$ cat src/sv/kmcs_pkg.sv
`timescale 1ns / 1ps
// Shared types and constants of the key matrix change scanner.
// No dependencies; imported by every module of the block.
package kmcs_pkg;

  localparam int unsigned KEY_W     = 8;
  localparam int unsigned SAMPLE_W  = 10;
  localparam int unsigned NOTE_W    = 8;
  localparam int unsigned BANK_W    = 4;
  localparam int unsigned BIT_IDX_W = 3;
  localparam int unsigned CFG_IDX_W = 1;
  localparam int unsigned CFG_DAT_W = 1;

  localparam logic [NOTE_W-1:0] NOTE_OFFSET = 8'd173;
  localparam logic [NOTE_W-1:0] NOTE_STRIDE = 8'd6;

  typedef enum logic [1:0] {
    EV_NOTE_ON  = 2'd0,
    EV_NOTE_OFF = 2'd1,
    EV_ANALOG   = 2'd2,
    EV_BANK_SEL = 2'd3
  } event_kind_e;

  typedef enum logic [CFG_IDX_W-1:0] {
    CFG_KEY_INVERT    = 1'b0,
    CFG_ANALOG_REPORT = 1'b1
  } cfg_idx_e;

  // One classified scan tick, as handed from the front end to the back end.
  typedef struct packed {
    logic [KEY_W-1:0]    diff;         // bits that changed against the image
    logic [KEY_W-1:0]    on_mask;      // per bit: 1 = note on, 0 = note off
    logic [BANK_W-1:0]   scan_bank;    // bank that was scanned
    logic [BANK_W-1:0]   new_bank;     // bank selected after the advance
    logic [SAMPLE_W-1:0] sample;
    logic                pulse;        // converter latch pulsed this tick
    logic                analog_emit;  // analog change event owed
  } scan_job_t;

  // Note number: (bank - 6*bit - 173) mod 256.
  function automatic logic [NOTE_W-1:0] note_number(input logic [BANK_W-1:0] bank,
                                                    input logic [BIT_IDX_W-1:0] bit_idx);
    logic [NOTE_W-1:0] step;
    step = NOTE_STRIDE * NOTE_W'(bit_idx);
    return NOTE_W'(bank) - step - NOTE_OFFSET;
  endfunction

  // Index of the lowest set bit; zero for an empty mask.
  function automatic logic [BIT_IDX_W-1:0] lowest_set(input logic [KEY_W-1:0] mask);
    logic [BIT_IDX_W-1:0] idx;
    idx = '0;
    for (int i = KEY_W - 1; i >= 0; i--) begin
      if (mask[i]) begin
        idx = BIT_IDX_W'(i);
      end
    end
    return idx;
  endfunction

endpackage

$ cat src/sv/kmcs_if.sv
`timescale 1ns / 1ps
// Valid/ready channel interfaces of the key matrix change scanner:
// the scan tick input channel and the event output channel. No dependencies.
interface kmcs_in_if;
  logic       valid;
  logic       ready;
  logic [7:0] key_bits;
  logic [9:0] analog_sample;

  modport source (output valid, key_bits, analog_sample, input ready);
  modport sink   (input valid, key_bits, analog_sample, output ready);
endinterface

interface kmcs_out_if;
  logic       valid;
  logic       ready;
  logic [1:0] event_kind;
  logic [7:0] note;
  logic [3:0] bank;
  logic [9:0] analog_value;
  logic       latch_pulse;
  logic       last;

  modport source (output valid, event_kind, note, bank, analog_value, latch_pulse, last,
                  input ready);
  modport sink   (input valid, event_kind, note, bank, analog_value, latch_pulse, last,
                  output ready);
endinterface

$ cat src/sv/kmcs_front.sv
`timescale 1ns / 1ps
// Front end: accepts scan ticks, keeps the key and analog images, bank and
// tick counter, and classifies each tick into a job. Depends on kmcs_pkg, kmcs_if.
module kmcs_front import kmcs_pkg::*; #(
  parameter int unsigned ADC_SAMPLE_PERIOD = 4,
  parameter int unsigned NUM_BANKS         = 16
) (
  input  logic       clk_i,
  input  logic       rst_ni,
  kmcs_in_if.sink    scan_i,
  input  logic       key_invert_i,
  input  logic       report_en_i,
  input  logic       q_full_i,
  output logic       push_o,
  output scan_job_t  job_o
);

  localparam int unsigned IdxW  = $clog2(NUM_BANKS);
  localparam int unsigned TickW = $clog2(ADC_SAMPLE_PERIOD + 1);

  logic [KEY_W-1:0]    key_img_q [NUM_BANKS];
  logic [SAMPLE_W-1:0] ana_img_q [NUM_BANKS];
  logic [IdxW-1:0]     bank_q, bank_d;
  logic [TickW-1:0]    tick_q, tick_d;
  logic                accept;
  logic                pulse;

  assign scan_i.ready = !q_full_i;
  assign accept       = scan_i.valid && scan_i.ready;
  assign push_o       = accept;

  always_comb begin
    bank_d = (bank_q == IdxW'(NUM_BANKS - 1)) ? '0 : bank_q + IdxW'(1);
    pulse  = (tick_q == TickW'(ADC_SAMPLE_PERIOD - 1));
    tick_d = pulse ? '0 : tick_q + TickW'(1);
  end

  always_comb begin
    job_o.diff        = key_img_q[bank_q] ^ scan_i.key_bits;
    job_o.on_mask     = scan_i.key_bits ^ {KEY_W{key_invert_i}};
    job_o.scan_bank   = BANK_W'(bank_q);
    job_o.new_bank    = BANK_W'(bank_d);
    job_o.sample      = scan_i.analog_sample;
    job_o.pulse       = pulse;
    job_o.analog_emit = pulse && report_en_i && (ana_img_q[bank_d] != scan_i.analog_sample);
  end

  always_ff @(posedge clk_i or negedge rst_ni) begin
    if (!rst_ni) begin
      bank_q <= '0;
      tick_q <= '0;
      for (int i = 0; i < NUM_BANKS; i++) begin
        key_img_q[i] <= '0;
        ana_img_q[i] <= '0;
      end
    end else if (accept) begin
      bank_q            <= bank_d;
      tick_q            <= tick_d;
      key_img_q[bank_q] <= scan_i.key_bits;
      if (pulse) begin
        ana_img_q[bank_d] <= scan_i.analog_sample;
      end
    end
  end

endmodule

$ cat src/sv/kmcs_queue.sv
`timescale 1ns / 1ps
// Two-entry job queue between the front end and the back end.
// Depends on kmcs_pkg for the job type.
module kmcs_queue import kmcs_pkg::*; (
  input  logic      clk_i,
  input  logic      rst_ni,
  input  logic      push_i,
  input  scan_job_t data_i,
  output logic      full_o,
  input  logic      pop_i,
  output scan_job_t data_o,
  output logic      valid_o
);

  scan_job_t  mem_q [2];
  logic       wr_ptr_q, rd_ptr_q;
  logic [1:0] cnt_q;

  assign full_o  = (cnt_q == 2'd2);
  assign valid_o = (cnt_q != 2'd0);
  assign data_o  = mem_q[rd_ptr_q];

  always_ff @(posedge clk_i) begin
    if (push_i) begin
      mem_q[wr_ptr_q] <= data_i;
    end
  end

  always_ff @(posedge clk_i or negedge rst_ni) begin
    if (!rst_ni) begin
      wr_ptr_q <= 1'b0;
      rd_ptr_q <= 1'b0;
      cnt_q    <= 2'd0;
    end else begin
      if (push_i) begin
        wr_ptr_q <= !wr_ptr_q;
      end
      if (pop_i) begin
        rd_ptr_q <= !rd_ptr_q;
      end
      cnt_q <= cnt_q + 2'(push_i) - 2'(pop_i);
    end
  end

endmodule

$ cat src/sv/kmcs_back.sv
`timescale 1ns / 1ps
// Back end: expands the job at the queue head into note, analog and bank select events,
// one per cycle unless stalled, through an output register. Depends on kmcs_pkg, kmcs_if.
module kmcs_back import kmcs_pkg::*; (
  input  logic       clk_i,
  input  logic       rst_ni,
  input  scan_job_t  head_i,
  input  logic       head_valid_i,
  output logic       pop_o,
  kmcs_out_if.source event_o
);

  logic                 started_q, started_d;
  logic [KEY_W-1:0]     rem_q, rem_d;
  logic                 ana_q, ana_d;
  logic                 valid_q, valid_d;
  event_kind_e          kind_q, kind_d;
  logic [NOTE_W-1:0]    note_q, note_d;
  logic [BANK_W-1:0]    bank_q, bank_d;
  logic [SAMPLE_W-1:0]  value_q, value_d;
  logic                 pulse_q, pulse_d;
  logic                 last_q, last_d;
  logic [KEY_W-1:0]     cur_rem;
  logic                 cur_ana;
  logic [BIT_IDX_W-1:0] bidx;
  logic                 load;

  always_comb begin
    cur_rem   = started_q ? rem_q : head_i.diff;
    cur_ana   = started_q ? ana_q : head_i.analog_emit;
    bidx      = lowest_set(cur_rem);
    load      = head_valid_i && (!valid_q || event_o.ready);
    started_d = started_q;
    rem_d     = rem_q;
    ana_d     = ana_q;
    valid_d   = valid_q && !event_o.ready;
    pop_o     = 1'b0;
    kind_d    = EV_BANK_SEL;
    note_d    = '0;
    bank_d    = '0;
    value_d   = '0;
    pulse_d   = 1'b0;
    last_d    = 1'b0;
    if (load) begin
      valid_d = 1'b1;
      priority if (cur_rem != '0) begin
        kind_d    = head_i.on_mask[bidx] ? EV_NOTE_ON : EV_NOTE_OFF;
        note_d    = note_number(head_i.scan_bank, bidx);
        rem_d     = cur_rem & (cur_rem - KEY_W'(1));
        ana_d     = cur_ana;
        started_d = 1'b1;
      end else if (cur_ana) begin
        kind_d    = EV_ANALOG;
        bank_d    = head_i.new_bank;
        value_d   = head_i.sample;
        rem_d     = '0;
        ana_d     = 1'b0;
        started_d = 1'b1;
      end else begin
        // close the tick and release the queue entry
        kind_d    = EV_BANK_SEL;
        bank_d    = head_i.new_bank;
        pulse_d   = head_i.pulse;
        last_d    = 1'b1;
        started_d = 1'b0;
        pop_o     = 1'b1;
      end
    end
  end

  always_ff @(posedge clk_i or negedge rst_ni) begin
    if (!rst_ni) begin
      started_q <= 1'b0;
      rem_q     <= '0;
      ana_q     <= 1'b0;
      valid_q   <= 1'b0;
    end else begin
      started_q <= started_d;
      rem_q     <= rem_d;
      ana_q     <= ana_d;
      valid_q   <= valid_d;
    end
  end

  always_ff @(posedge clk_i) begin
    if (load) begin
      kind_q  <= kind_d;
      note_q  <= note_d;
      bank_q  <= bank_d;
      value_q <= value_d;
      pulse_q <= pulse_d;
      last_q  <= last_d;
    end
  end

  assign event_o.valid        = valid_q;
  assign event_o.event_kind   = kind_q;
  assign event_o.note         = note_q;
  assign event_o.bank         = bank_q;
  assign event_o.analog_value = value_q;
  assign event_o.latch_pulse  = pulse_q;
  assign event_o.last         = last_q;

`ifndef SYNTHESIS
  a_last_on_bank_sel: assert property (@(posedge clk_i) disable iff (!rst_ni)
    (valid_q && kind_q == EV_BANK_SEL) |-> last_q)
    else $error("bank select event without last");

  a_no_last_before_sel: assert property (@(posedge clk_i) disable iff (!rst_ni)
    (valid_q && kind_q != EV_BANK_SEL) |-> (!last_q && !pulse_q))
    else $error("last or latch pulse on a non bank select event");

  a_head_held: assert property (@(posedge clk_i) disable iff (!rst_ni)
    started_q |-> head_valid_i)
    else $error("job left the queue while still being expanded");
`endif

endmodule

$ cat src/sv/key_matrix_change_scanner.sv
`timescale 1ns / 1ps
// Key matrix change scanner, top level. Depends on kmcs_pkg, kmcs_if,
// kmcs_front, kmcs_queue and kmcs_back.
//
// Usage:
//   scan_i carries one scan tick per transaction: the eight key bits of the
//   currently selected bank and a converter sample. event_o returns the
//   tick's events: one note on/off per changed key bit in ascending bit
//   order, then an analog change on sampling ticks when the value moved and
//   reporting is on, then always a bank select with last set.
//   cfg_we_i/cfg_idx_i/cfg_wdata_i write key_invert (index 0) and
//   analog_report_enable (index 1); write them only while the block is idle.
// Timing:
//   A tick is accepted and classified on the spot against the key and
//   analog images; its job is written into the queue and then loaded into
//   the back end's output register, which makes the first event valid on event_o.
//   The back end emits one event per cycle while event_o is ready; a tick
//   yields 1 to 10 events (changed bits + analog event + bank select). A two-entry job
//   queue lets new ticks be accepted while earlier ones are still emitted.
// Reset:
//   Clears both images, the bank index and the tick counter, sets
//   key_invert to 0 and analog_report_enable to 1.
// Back-pressure:
//   When event_o is stalled the output register holds; the queue fills and
//   scan_i.ready drops once two ticks are waiting.
module key_matrix_change_scanner import kmcs_pkg::*; #(
  parameter int unsigned ADC_SAMPLE_PERIOD = 4,
  parameter int unsigned NUM_BANKS         = 16
) (
  input  logic                 clk_i,
  input  logic                 rst_ni,
  input  logic                 cfg_we_i,
  input  logic [CFG_IDX_W-1:0] cfg_idx_i,
  input  logic [CFG_DAT_W-1:0] cfg_wdata_i,
  kmcs_in_if.sink              scan_i,
  kmcs_out_if.source           event_o
);

  logic      key_invert_q;
  logic      report_en_q;
  logic      q_full;
  logic      push;
  logic      pop;
  logic      head_valid;
  scan_job_t job_in;
  scan_job_t job_head;

  // Configuration registers: plain writes, no read-back.
  always_ff @(posedge clk_i or negedge rst_ni) begin
    if (!rst_ni) begin
      key_invert_q <= 1'b0;
      report_en_q  <= 1'b1;
    end else if (cfg_we_i) begin
      unique case (cfg_idx_e'(cfg_idx_i))
        CFG_KEY_INVERT:    key_invert_q <= cfg_wdata_i[0];
        CFG_ANALOG_REPORT: report_en_q  <= cfg_wdata_i[0];
        default: ;
      endcase
    end
  end

  // Front end: accept and classify ticks, update images and bank.
  kmcs_front #(
    .ADC_SAMPLE_PERIOD (ADC_SAMPLE_PERIOD),
    .NUM_BANKS         (NUM_BANKS)
  ) u_front (
    .clk_i        (clk_i),
    .rst_ni       (rst_ni),
    .scan_i       (scan_i),
    .key_invert_i (key_invert_q),
    .report_en_i  (report_en_q),
    .q_full_i     (q_full),
    .push_o       (push),
    .job_o        (job_in)
  );

  // Decouple classification from event emission.
  kmcs_queue u_queue (
    .clk_i   (clk_i),
    .rst_ni  (rst_ni),
    .push_i  (push),
    .data_i  (job_in),
    .full_o  (q_full),
    .pop_i   (pop),
    .data_o  (job_head),
    .valid_o (head_valid)
  );

  // Back end: expand each job into its events, one per cycle while event_o is ready.
  kmcs_back u_back (
    .clk_i        (clk_i),
    .rst_ni       (rst_ni),
    .head_i       (job_head),
    .head_valid_i (head_valid),
    .pop_o        (pop),
    .event_o      (event_o)
  );

endmodule
$ cat src/flat_wrapper.sv
// flat-port wrapper written by rule: the top's interface ports become plain ports
module key_matrix_change_scanner_flat import kmcs_pkg::*;
#(
  parameter int unsigned ADC_SAMPLE_PERIOD = 4,
  parameter int unsigned NUM_BANKS         = 16
)
  (clk_i, rst_ni, cfg_we_i, cfg_idx_i, cfg_wdata_i, scan_i_valid, scan_i_key_bits, scan_i_analog_sample, scan_i_ready, event_o_valid, event_o_event_kind, event_o_note, event_o_bank, event_o_analog_value, event_o_latch_pulse, event_o_last, event_o_ready);
  kmcs_in_if scan_i_i ();
  kmcs_out_if event_o_i ();
  input  logic clk_i;
  input  logic rst_ni;
  input  logic cfg_we_i;
  input  logic [CFG_IDX_W-1:0] cfg_idx_i;
  input  logic [CFG_DAT_W-1:0] cfg_wdata_i;
  input wire logic [$bits(scan_i_i.valid)-1:0] scan_i_valid;
  input wire logic [$bits(scan_i_i.key_bits)-1:0] scan_i_key_bits;
  input wire logic [$bits(scan_i_i.analog_sample)-1:0] scan_i_analog_sample;
  output wire logic [$bits(scan_i_i.ready)-1:0] scan_i_ready;
  output wire logic [$bits(event_o_i.valid)-1:0] event_o_valid;
  output wire logic [$bits(event_o_i.event_kind)-1:0] event_o_event_kind;
  output wire logic [$bits(event_o_i.note)-1:0] event_o_note;
  output wire logic [$bits(event_o_i.bank)-1:0] event_o_bank;
  output wire logic [$bits(event_o_i.analog_value)-1:0] event_o_analog_value;
  output wire logic [$bits(event_o_i.latch_pulse)-1:0] event_o_latch_pulse;
  output wire logic [$bits(event_o_i.last)-1:0] event_o_last;
  input wire logic [$bits(event_o_i.ready)-1:0] event_o_ready;
  assign scan_i_i.valid = scan_i_valid;
  assign scan_i_i.key_bits = scan_i_key_bits;
  assign scan_i_i.analog_sample = scan_i_analog_sample;
  assign scan_i_ready = scan_i_i.ready;
  assign event_o_valid = event_o_i.valid;
  assign event_o_event_kind = event_o_i.event_kind;
  assign event_o_note = event_o_i.note;
  assign event_o_bank = event_o_i.bank;
  assign event_o_analog_value = event_o_i.analog_value;
  assign event_o_latch_pulse = event_o_i.latch_pulse;
  assign event_o_last = event_o_i.last;
  assign event_o_i.ready = event_o_ready;
  key_matrix_change_scanner #(.ADC_SAMPLE_PERIOD(ADC_SAMPLE_PERIOD), .NUM_BANKS(NUM_BANKS)) u_core (.clk_i(clk_i), .rst_ni(rst_ni), .cfg_we_i(cfg_we_i), .cfg_idx_i(cfg_idx_i), .cfg_wdata_i(cfg_wdata_i), .scan_i(scan_i_i), .event_o(event_o_i));
endmodule
$ cat config.mk
export PLATFORM = sky130hd
export DESIGN_NAME = key_matrix_change_scanner_flat
export DESIGN_NICKNAME = d
export VERILOG_FILES = /design/src/sv/kmcs_pkg.sv /design/src/sv/kmcs_if.sv /design/src/sv/kmcs_front.sv /design/src/sv/kmcs_queue.sv /design/src/sv/kmcs_back.sv /design/src/sv/key_matrix_change_scanner.sv /design/src/flat_wrapper.sv
export SDC_FILE = /design/constraint.sdc
export NUM_CORES = 1
export LEC_CHECK = 0
export BUFFER_PORTS_ARGS = -buffer_cell sky130_fd_sc_hd__clkbuf_2
export CORE_UTILIZATION = 45
export DETAILED_ROUTE_END_ITERATION = 10
export REMOVE_ABC_BUFFERS = 1
export SLEW_MARGIN = 20
export SYNTH_ARGS = -nofsm -noshare
export SYNTH_HDL_FRONTEND = slang
export SYNTH_SLANG_ARGS = --single-unit
$ cat constraint.sdc
create_clock -name clk_i -period 7.4 [get_ports clk_i]
set_input_delay 1.11 -clock clk_i [delete_from_list [all_inputs] [get_ports clk_i]]
set_output_delay 1.11 -clock clk_i [all_outputs]
set_load 0.005 [all_outputs]
==> summary.md <==
| Metric | Value |
|---|---|
| Netlist cell types | `64` |
| Outcome | `finished, final reports clean` |
| EDFF count, synth | `98` |
| Post-synth top area share | `0.4151` |
| RSZ-0062 raised after global routing | `no` |
| Final wirelength | `36730 um` |
| Startpoint Class | `flop` |
| Final Max Slew Viols | `0` |
| WS Path Type | `reg -> reg` |
| Clock slew at reported path FFs | `0.06 ns` |
| Area of the mapped netlist | `18690 um^2` |
| Reg2reg setup slack | `between 2 and 3 ns` |
| PwrDens | `just under 500 nW/um^2` |
| Critical path required time | `7.70 ns` |
| Multiplexer share of the synthesized area | `0.2994` |
| Met2 wire len | `16930 um` |
| Detailed-routed wire length on met3 | `1403 um` |
| Post-DP HPWL | `23470 um` |
| Fin. Hold Viols | `0` |
| Worst Clk Skew | `between 0.02 and 0.025 ns` |
| Simple-Gate Fraction of Synth Area | `0.04325` |
| IO Port Bufs | `52` |
| TritonRoute pass-1 iters | `5` |
| Largest cells by area after synthesis | `dfrtp_1 (42%), mux2_2 (18%), edfxtp_1 (16%)` |
| H-Tree Depth | `2` |
| Final setup vio count | `0` |
| Row cnt | `74` |
| Die W | `205.8 um` |
| Data arrival time of the worst path | `5.07 ns` |
| Post-CTS Hold Fix Bufs | `0` |
| Ant. Diodes | `0` |
| Max VDD drop | `0.3217 mV` |
| Post_cts resized | `0` |
| Syn avg cell area | `15.17 um^2` |
| R2r worst-path depth | `15` |
| Clock Tree Buf Depth | `3` |
| Hold Path End | `u_core.u_back.rem_q[3]$_DFFE_PN0P_` |
| Final period util | `0.6439` |
| Worst hold path class | `reg -> reg` |
| Initial antenna violation count | `0` |
| Seq cells post-synth | `between 400 and 500` |
| Vias in the first global route | `roughly 10000` |
| Hold_sp | `u_core.u_back.rem_q[3]$_DFFE_PN0P_` |
| Root buf cell | `clkbuf_16` |
| Yosys warning count | `0` |
| Fraction of registers with async set/reset | `0.7604` |
| Layout cell share with drive strength beyond 1 | `0.4072` |
| Crit path max fanout | `37` |
| Fmax | `209.9 MHz` |
| Initial Util | `0.4566` |
| Nets | `1291` |
| Number of max-cap violations | `0` |
| Drt initial violations | `580` |
| Post-DRT Antenna Nets | `0` |
| GP Congestion | `0.8100` |
| Reg2reg end | `u_core.u_back.event_o.note[5]$_SDFFCE_PP0P_` |
| CTS tree | `built` |
| Layout area overhead | `10.63%` |
| Design Power | `9974 uW` |
| Die ar. | `42350 um^2` |
| Global-route wire length before repair | `59530 um` |
| Num CTS Buffers | `42` |
| Synth cell count leaders | `dfrtp_1 (310), mux2_2 (296), edfxtp_1 (98)` |
| Largest net degree at the start of global routing | `around 170` |
| Remaining Overflow, GRT | `0` |
| Yosys top cell by area | `dfrtp_1` |
| Core area | `40920 um^2` |
| Largest family of logic cells by synthesized area | `multiplexers` |
| Die height | `205.8 um` |
| Post-synthesis xor/xnor area fraction | `0.01968` |
| Boundary pin count | `53` |
| Ys flop type | `dfrtp_1` |
| Crit Reg-Reg Startpoint | `u_core.u_queue.rd_ptr_q$_DFFE_PN0P_` |
| Hold Path Stages | `1` |
| M1 WL | `17620 um` |
| # DRC | `0` |
| Worst Setup End Kind | `flop` |
| Synth Area in Compound Gates | `0.02705` |
| Leak | `0.009128 uW` |
| Overall Global Routing Usage | `0.1809` |
| Worst-margin pin slew | `slightly above 1 ns` |
| DR WL/cell | `20.25 um` |
| Top-count cell post-synth | `dfrtp_1` |
| CTS sink count | `409` |
| Post-Synthesis Cells | `1232` |
| Min cycle time layout | `4.765 ns` |
| Max layer used | `met4` |
| Slew margin rel. | `0.3276` |
| Worst-Skew Late Latency | `~0.54 ns` |
| Setup_tns | `0 ns` |
| Vias | `around 10000` |
| Post-CTS setup buffer count | `0` |
| Vias per cell | `approximately 5.6` |
| Synth Area in Adders | `0.01152` |
| Seq/Total Area, Yosys | `0.5740` |
state kept, by name, indices dropped and copies added (netlist names), 3 cells and up:
register                            flops
u_core.u_front.ana_img_q              160
u_core.u_front.key_img_q              128
u_core.u_queue.mem_q                   72
u_core.u_back.event_o.analog_value     10
u_core.u_back.event_o.note              8
u_core.u_back.rem_q                     7
u_core.u_back.event_o.bank              4
u_core.u_front.bank_q                   4
u_core.u_front.tick_q                   3
cell type report:
type / instances / area (um^2)
timing repair buffer: 61 / 370.4
fill: 3400 / 20250
multi-input combinational: 718 / 7515
tap: 532 / 665.6
clock inverter: 10 / 73.82
sequential: 409 / 10730
inverter: 18 / 67.56
clock buffer: 66 / 1252
kinds of logic after synthesis:
logic type	Yosys count
multiplexers	425
AO/OA/AOI/OAI	74
adder cells (fa/ha/maj)	16
XOR/XNOR	42
AND/OR/NAND/NOR	161
buffers and inverters	105
flip-flops	409
placed cells by master (no fill, tap or decap), types with 6 or more instances in the layout:
cell type  count
dfrtp_1      308
mux2_2       296
edfxtp_1      98
mux4_2        73
clkbuf_2      51
mux2i_1       47
clkbuf_16     43
nand2_1       42
nor2_1        33
nand3_1       26
xor2_1        25
o21ai_0       16
xnor2_1       16
a21oi_1       15
clkbuf_1      14
inv_1         13
ha_1          13
or3_1         10
clkbuf_8       9
nor2_2         8
buf_4          7
nor2b_1        6
o21a_1         6
o31ai_1        6
a211oi_1       6
nor3_1         6
per-stage QoR:
| step | cells | cell area, um^2 | setup slack [ns] | util | hold slack (ns) |
|---|---|---|---|---|---|
| 5_1_grt | 1814 | 20670 | 2.188 | 0.5052 | 0.5074 |
| 3_3_place_gp | 1737 | 19320 | 2.652 | 0.4721 | 0.4531 |
| 2_1_floorplan | 1145 | 18290 | 2.644 | - | 0.4428 |
| 6_report | 1814 | 20670 | 2.635 | 0.5052 | 0.4782 |
| 3_5_place_dp | 1737 | 19320 | 2.596 | 0.4721 | 0.4677 |
| 4_1_cts | 1813 | 20650 | 2.594 | 0.5045 | 0.4826 |
layer usage:
layer,track usage,vias up
li1,-,4591
met1,0.2621,5252
met2,0.2804,176
met3,0.03057,56
met4,0.05095,0
met5,0,-
how the worst max path moves through the flow:
stage | startpoint | endpoint | cells after the start
after CTS | u_core.u_queue.rd_ptr_q$_DFFE_PN0P_ | u_core.u_back.event_o.note[5]$_SDFFCE_PP0P_ | 15
after global placement | u_core.u_queue.rd_ptr_q$_DFFE_PN0P_ | u_core.u_back.event_o.note[5]$_SDFFCE_PP0P_ | 15
after detailed placement | u_core.u_queue.rd_ptr_q$_DFFE_PN0P_ | u_core.u_back.event_o.note[5]$_SDFFCE_PP0P_ | 15
after global routing | u_core.u_queue.rd_ptr_q$_DFFE_PN0P_ | u_core.u_back.event_o.note[5]$_SDFFCE_PP0P_ | 15
final | u_core.u_queue.rd_ptr_q$_DFFE_PN0P_ | u_core.u_back.event_o.note[5]$_SDFFCE_PP0P_ | 15
after floorplan | u_core.u_front.bank_q[0]$_DFFE_PN0P_ | u_core.u_queue.mem_q[0][0]$_DFFE_PP_ | 9
critical path, cell delays in order (launching register included):
cell	delay, ns
dfrtp_2	1.03
mux2_2	0.43
mux2i_2	0.25
o211ai_1	0.14
o211ai_1	0.22
a21boi_2	0.20
ha_1	0.23
fa_1	0.47
inv_1	0.04
ha_1	0.31
o21ai_0	0.09
nand2b_1	0.25
o21ba_1	0.20
o21a_1	0.17
or3_1	0.30
and3_1	0.18
where the power goes:
group	switching [uW]	internal [uW]	leakage, uW
logic	2120	2050	0.00344
clock network	842	1190	0.000648
registers	467	3310	0.00504
Power figures use the tool's default switching activity.
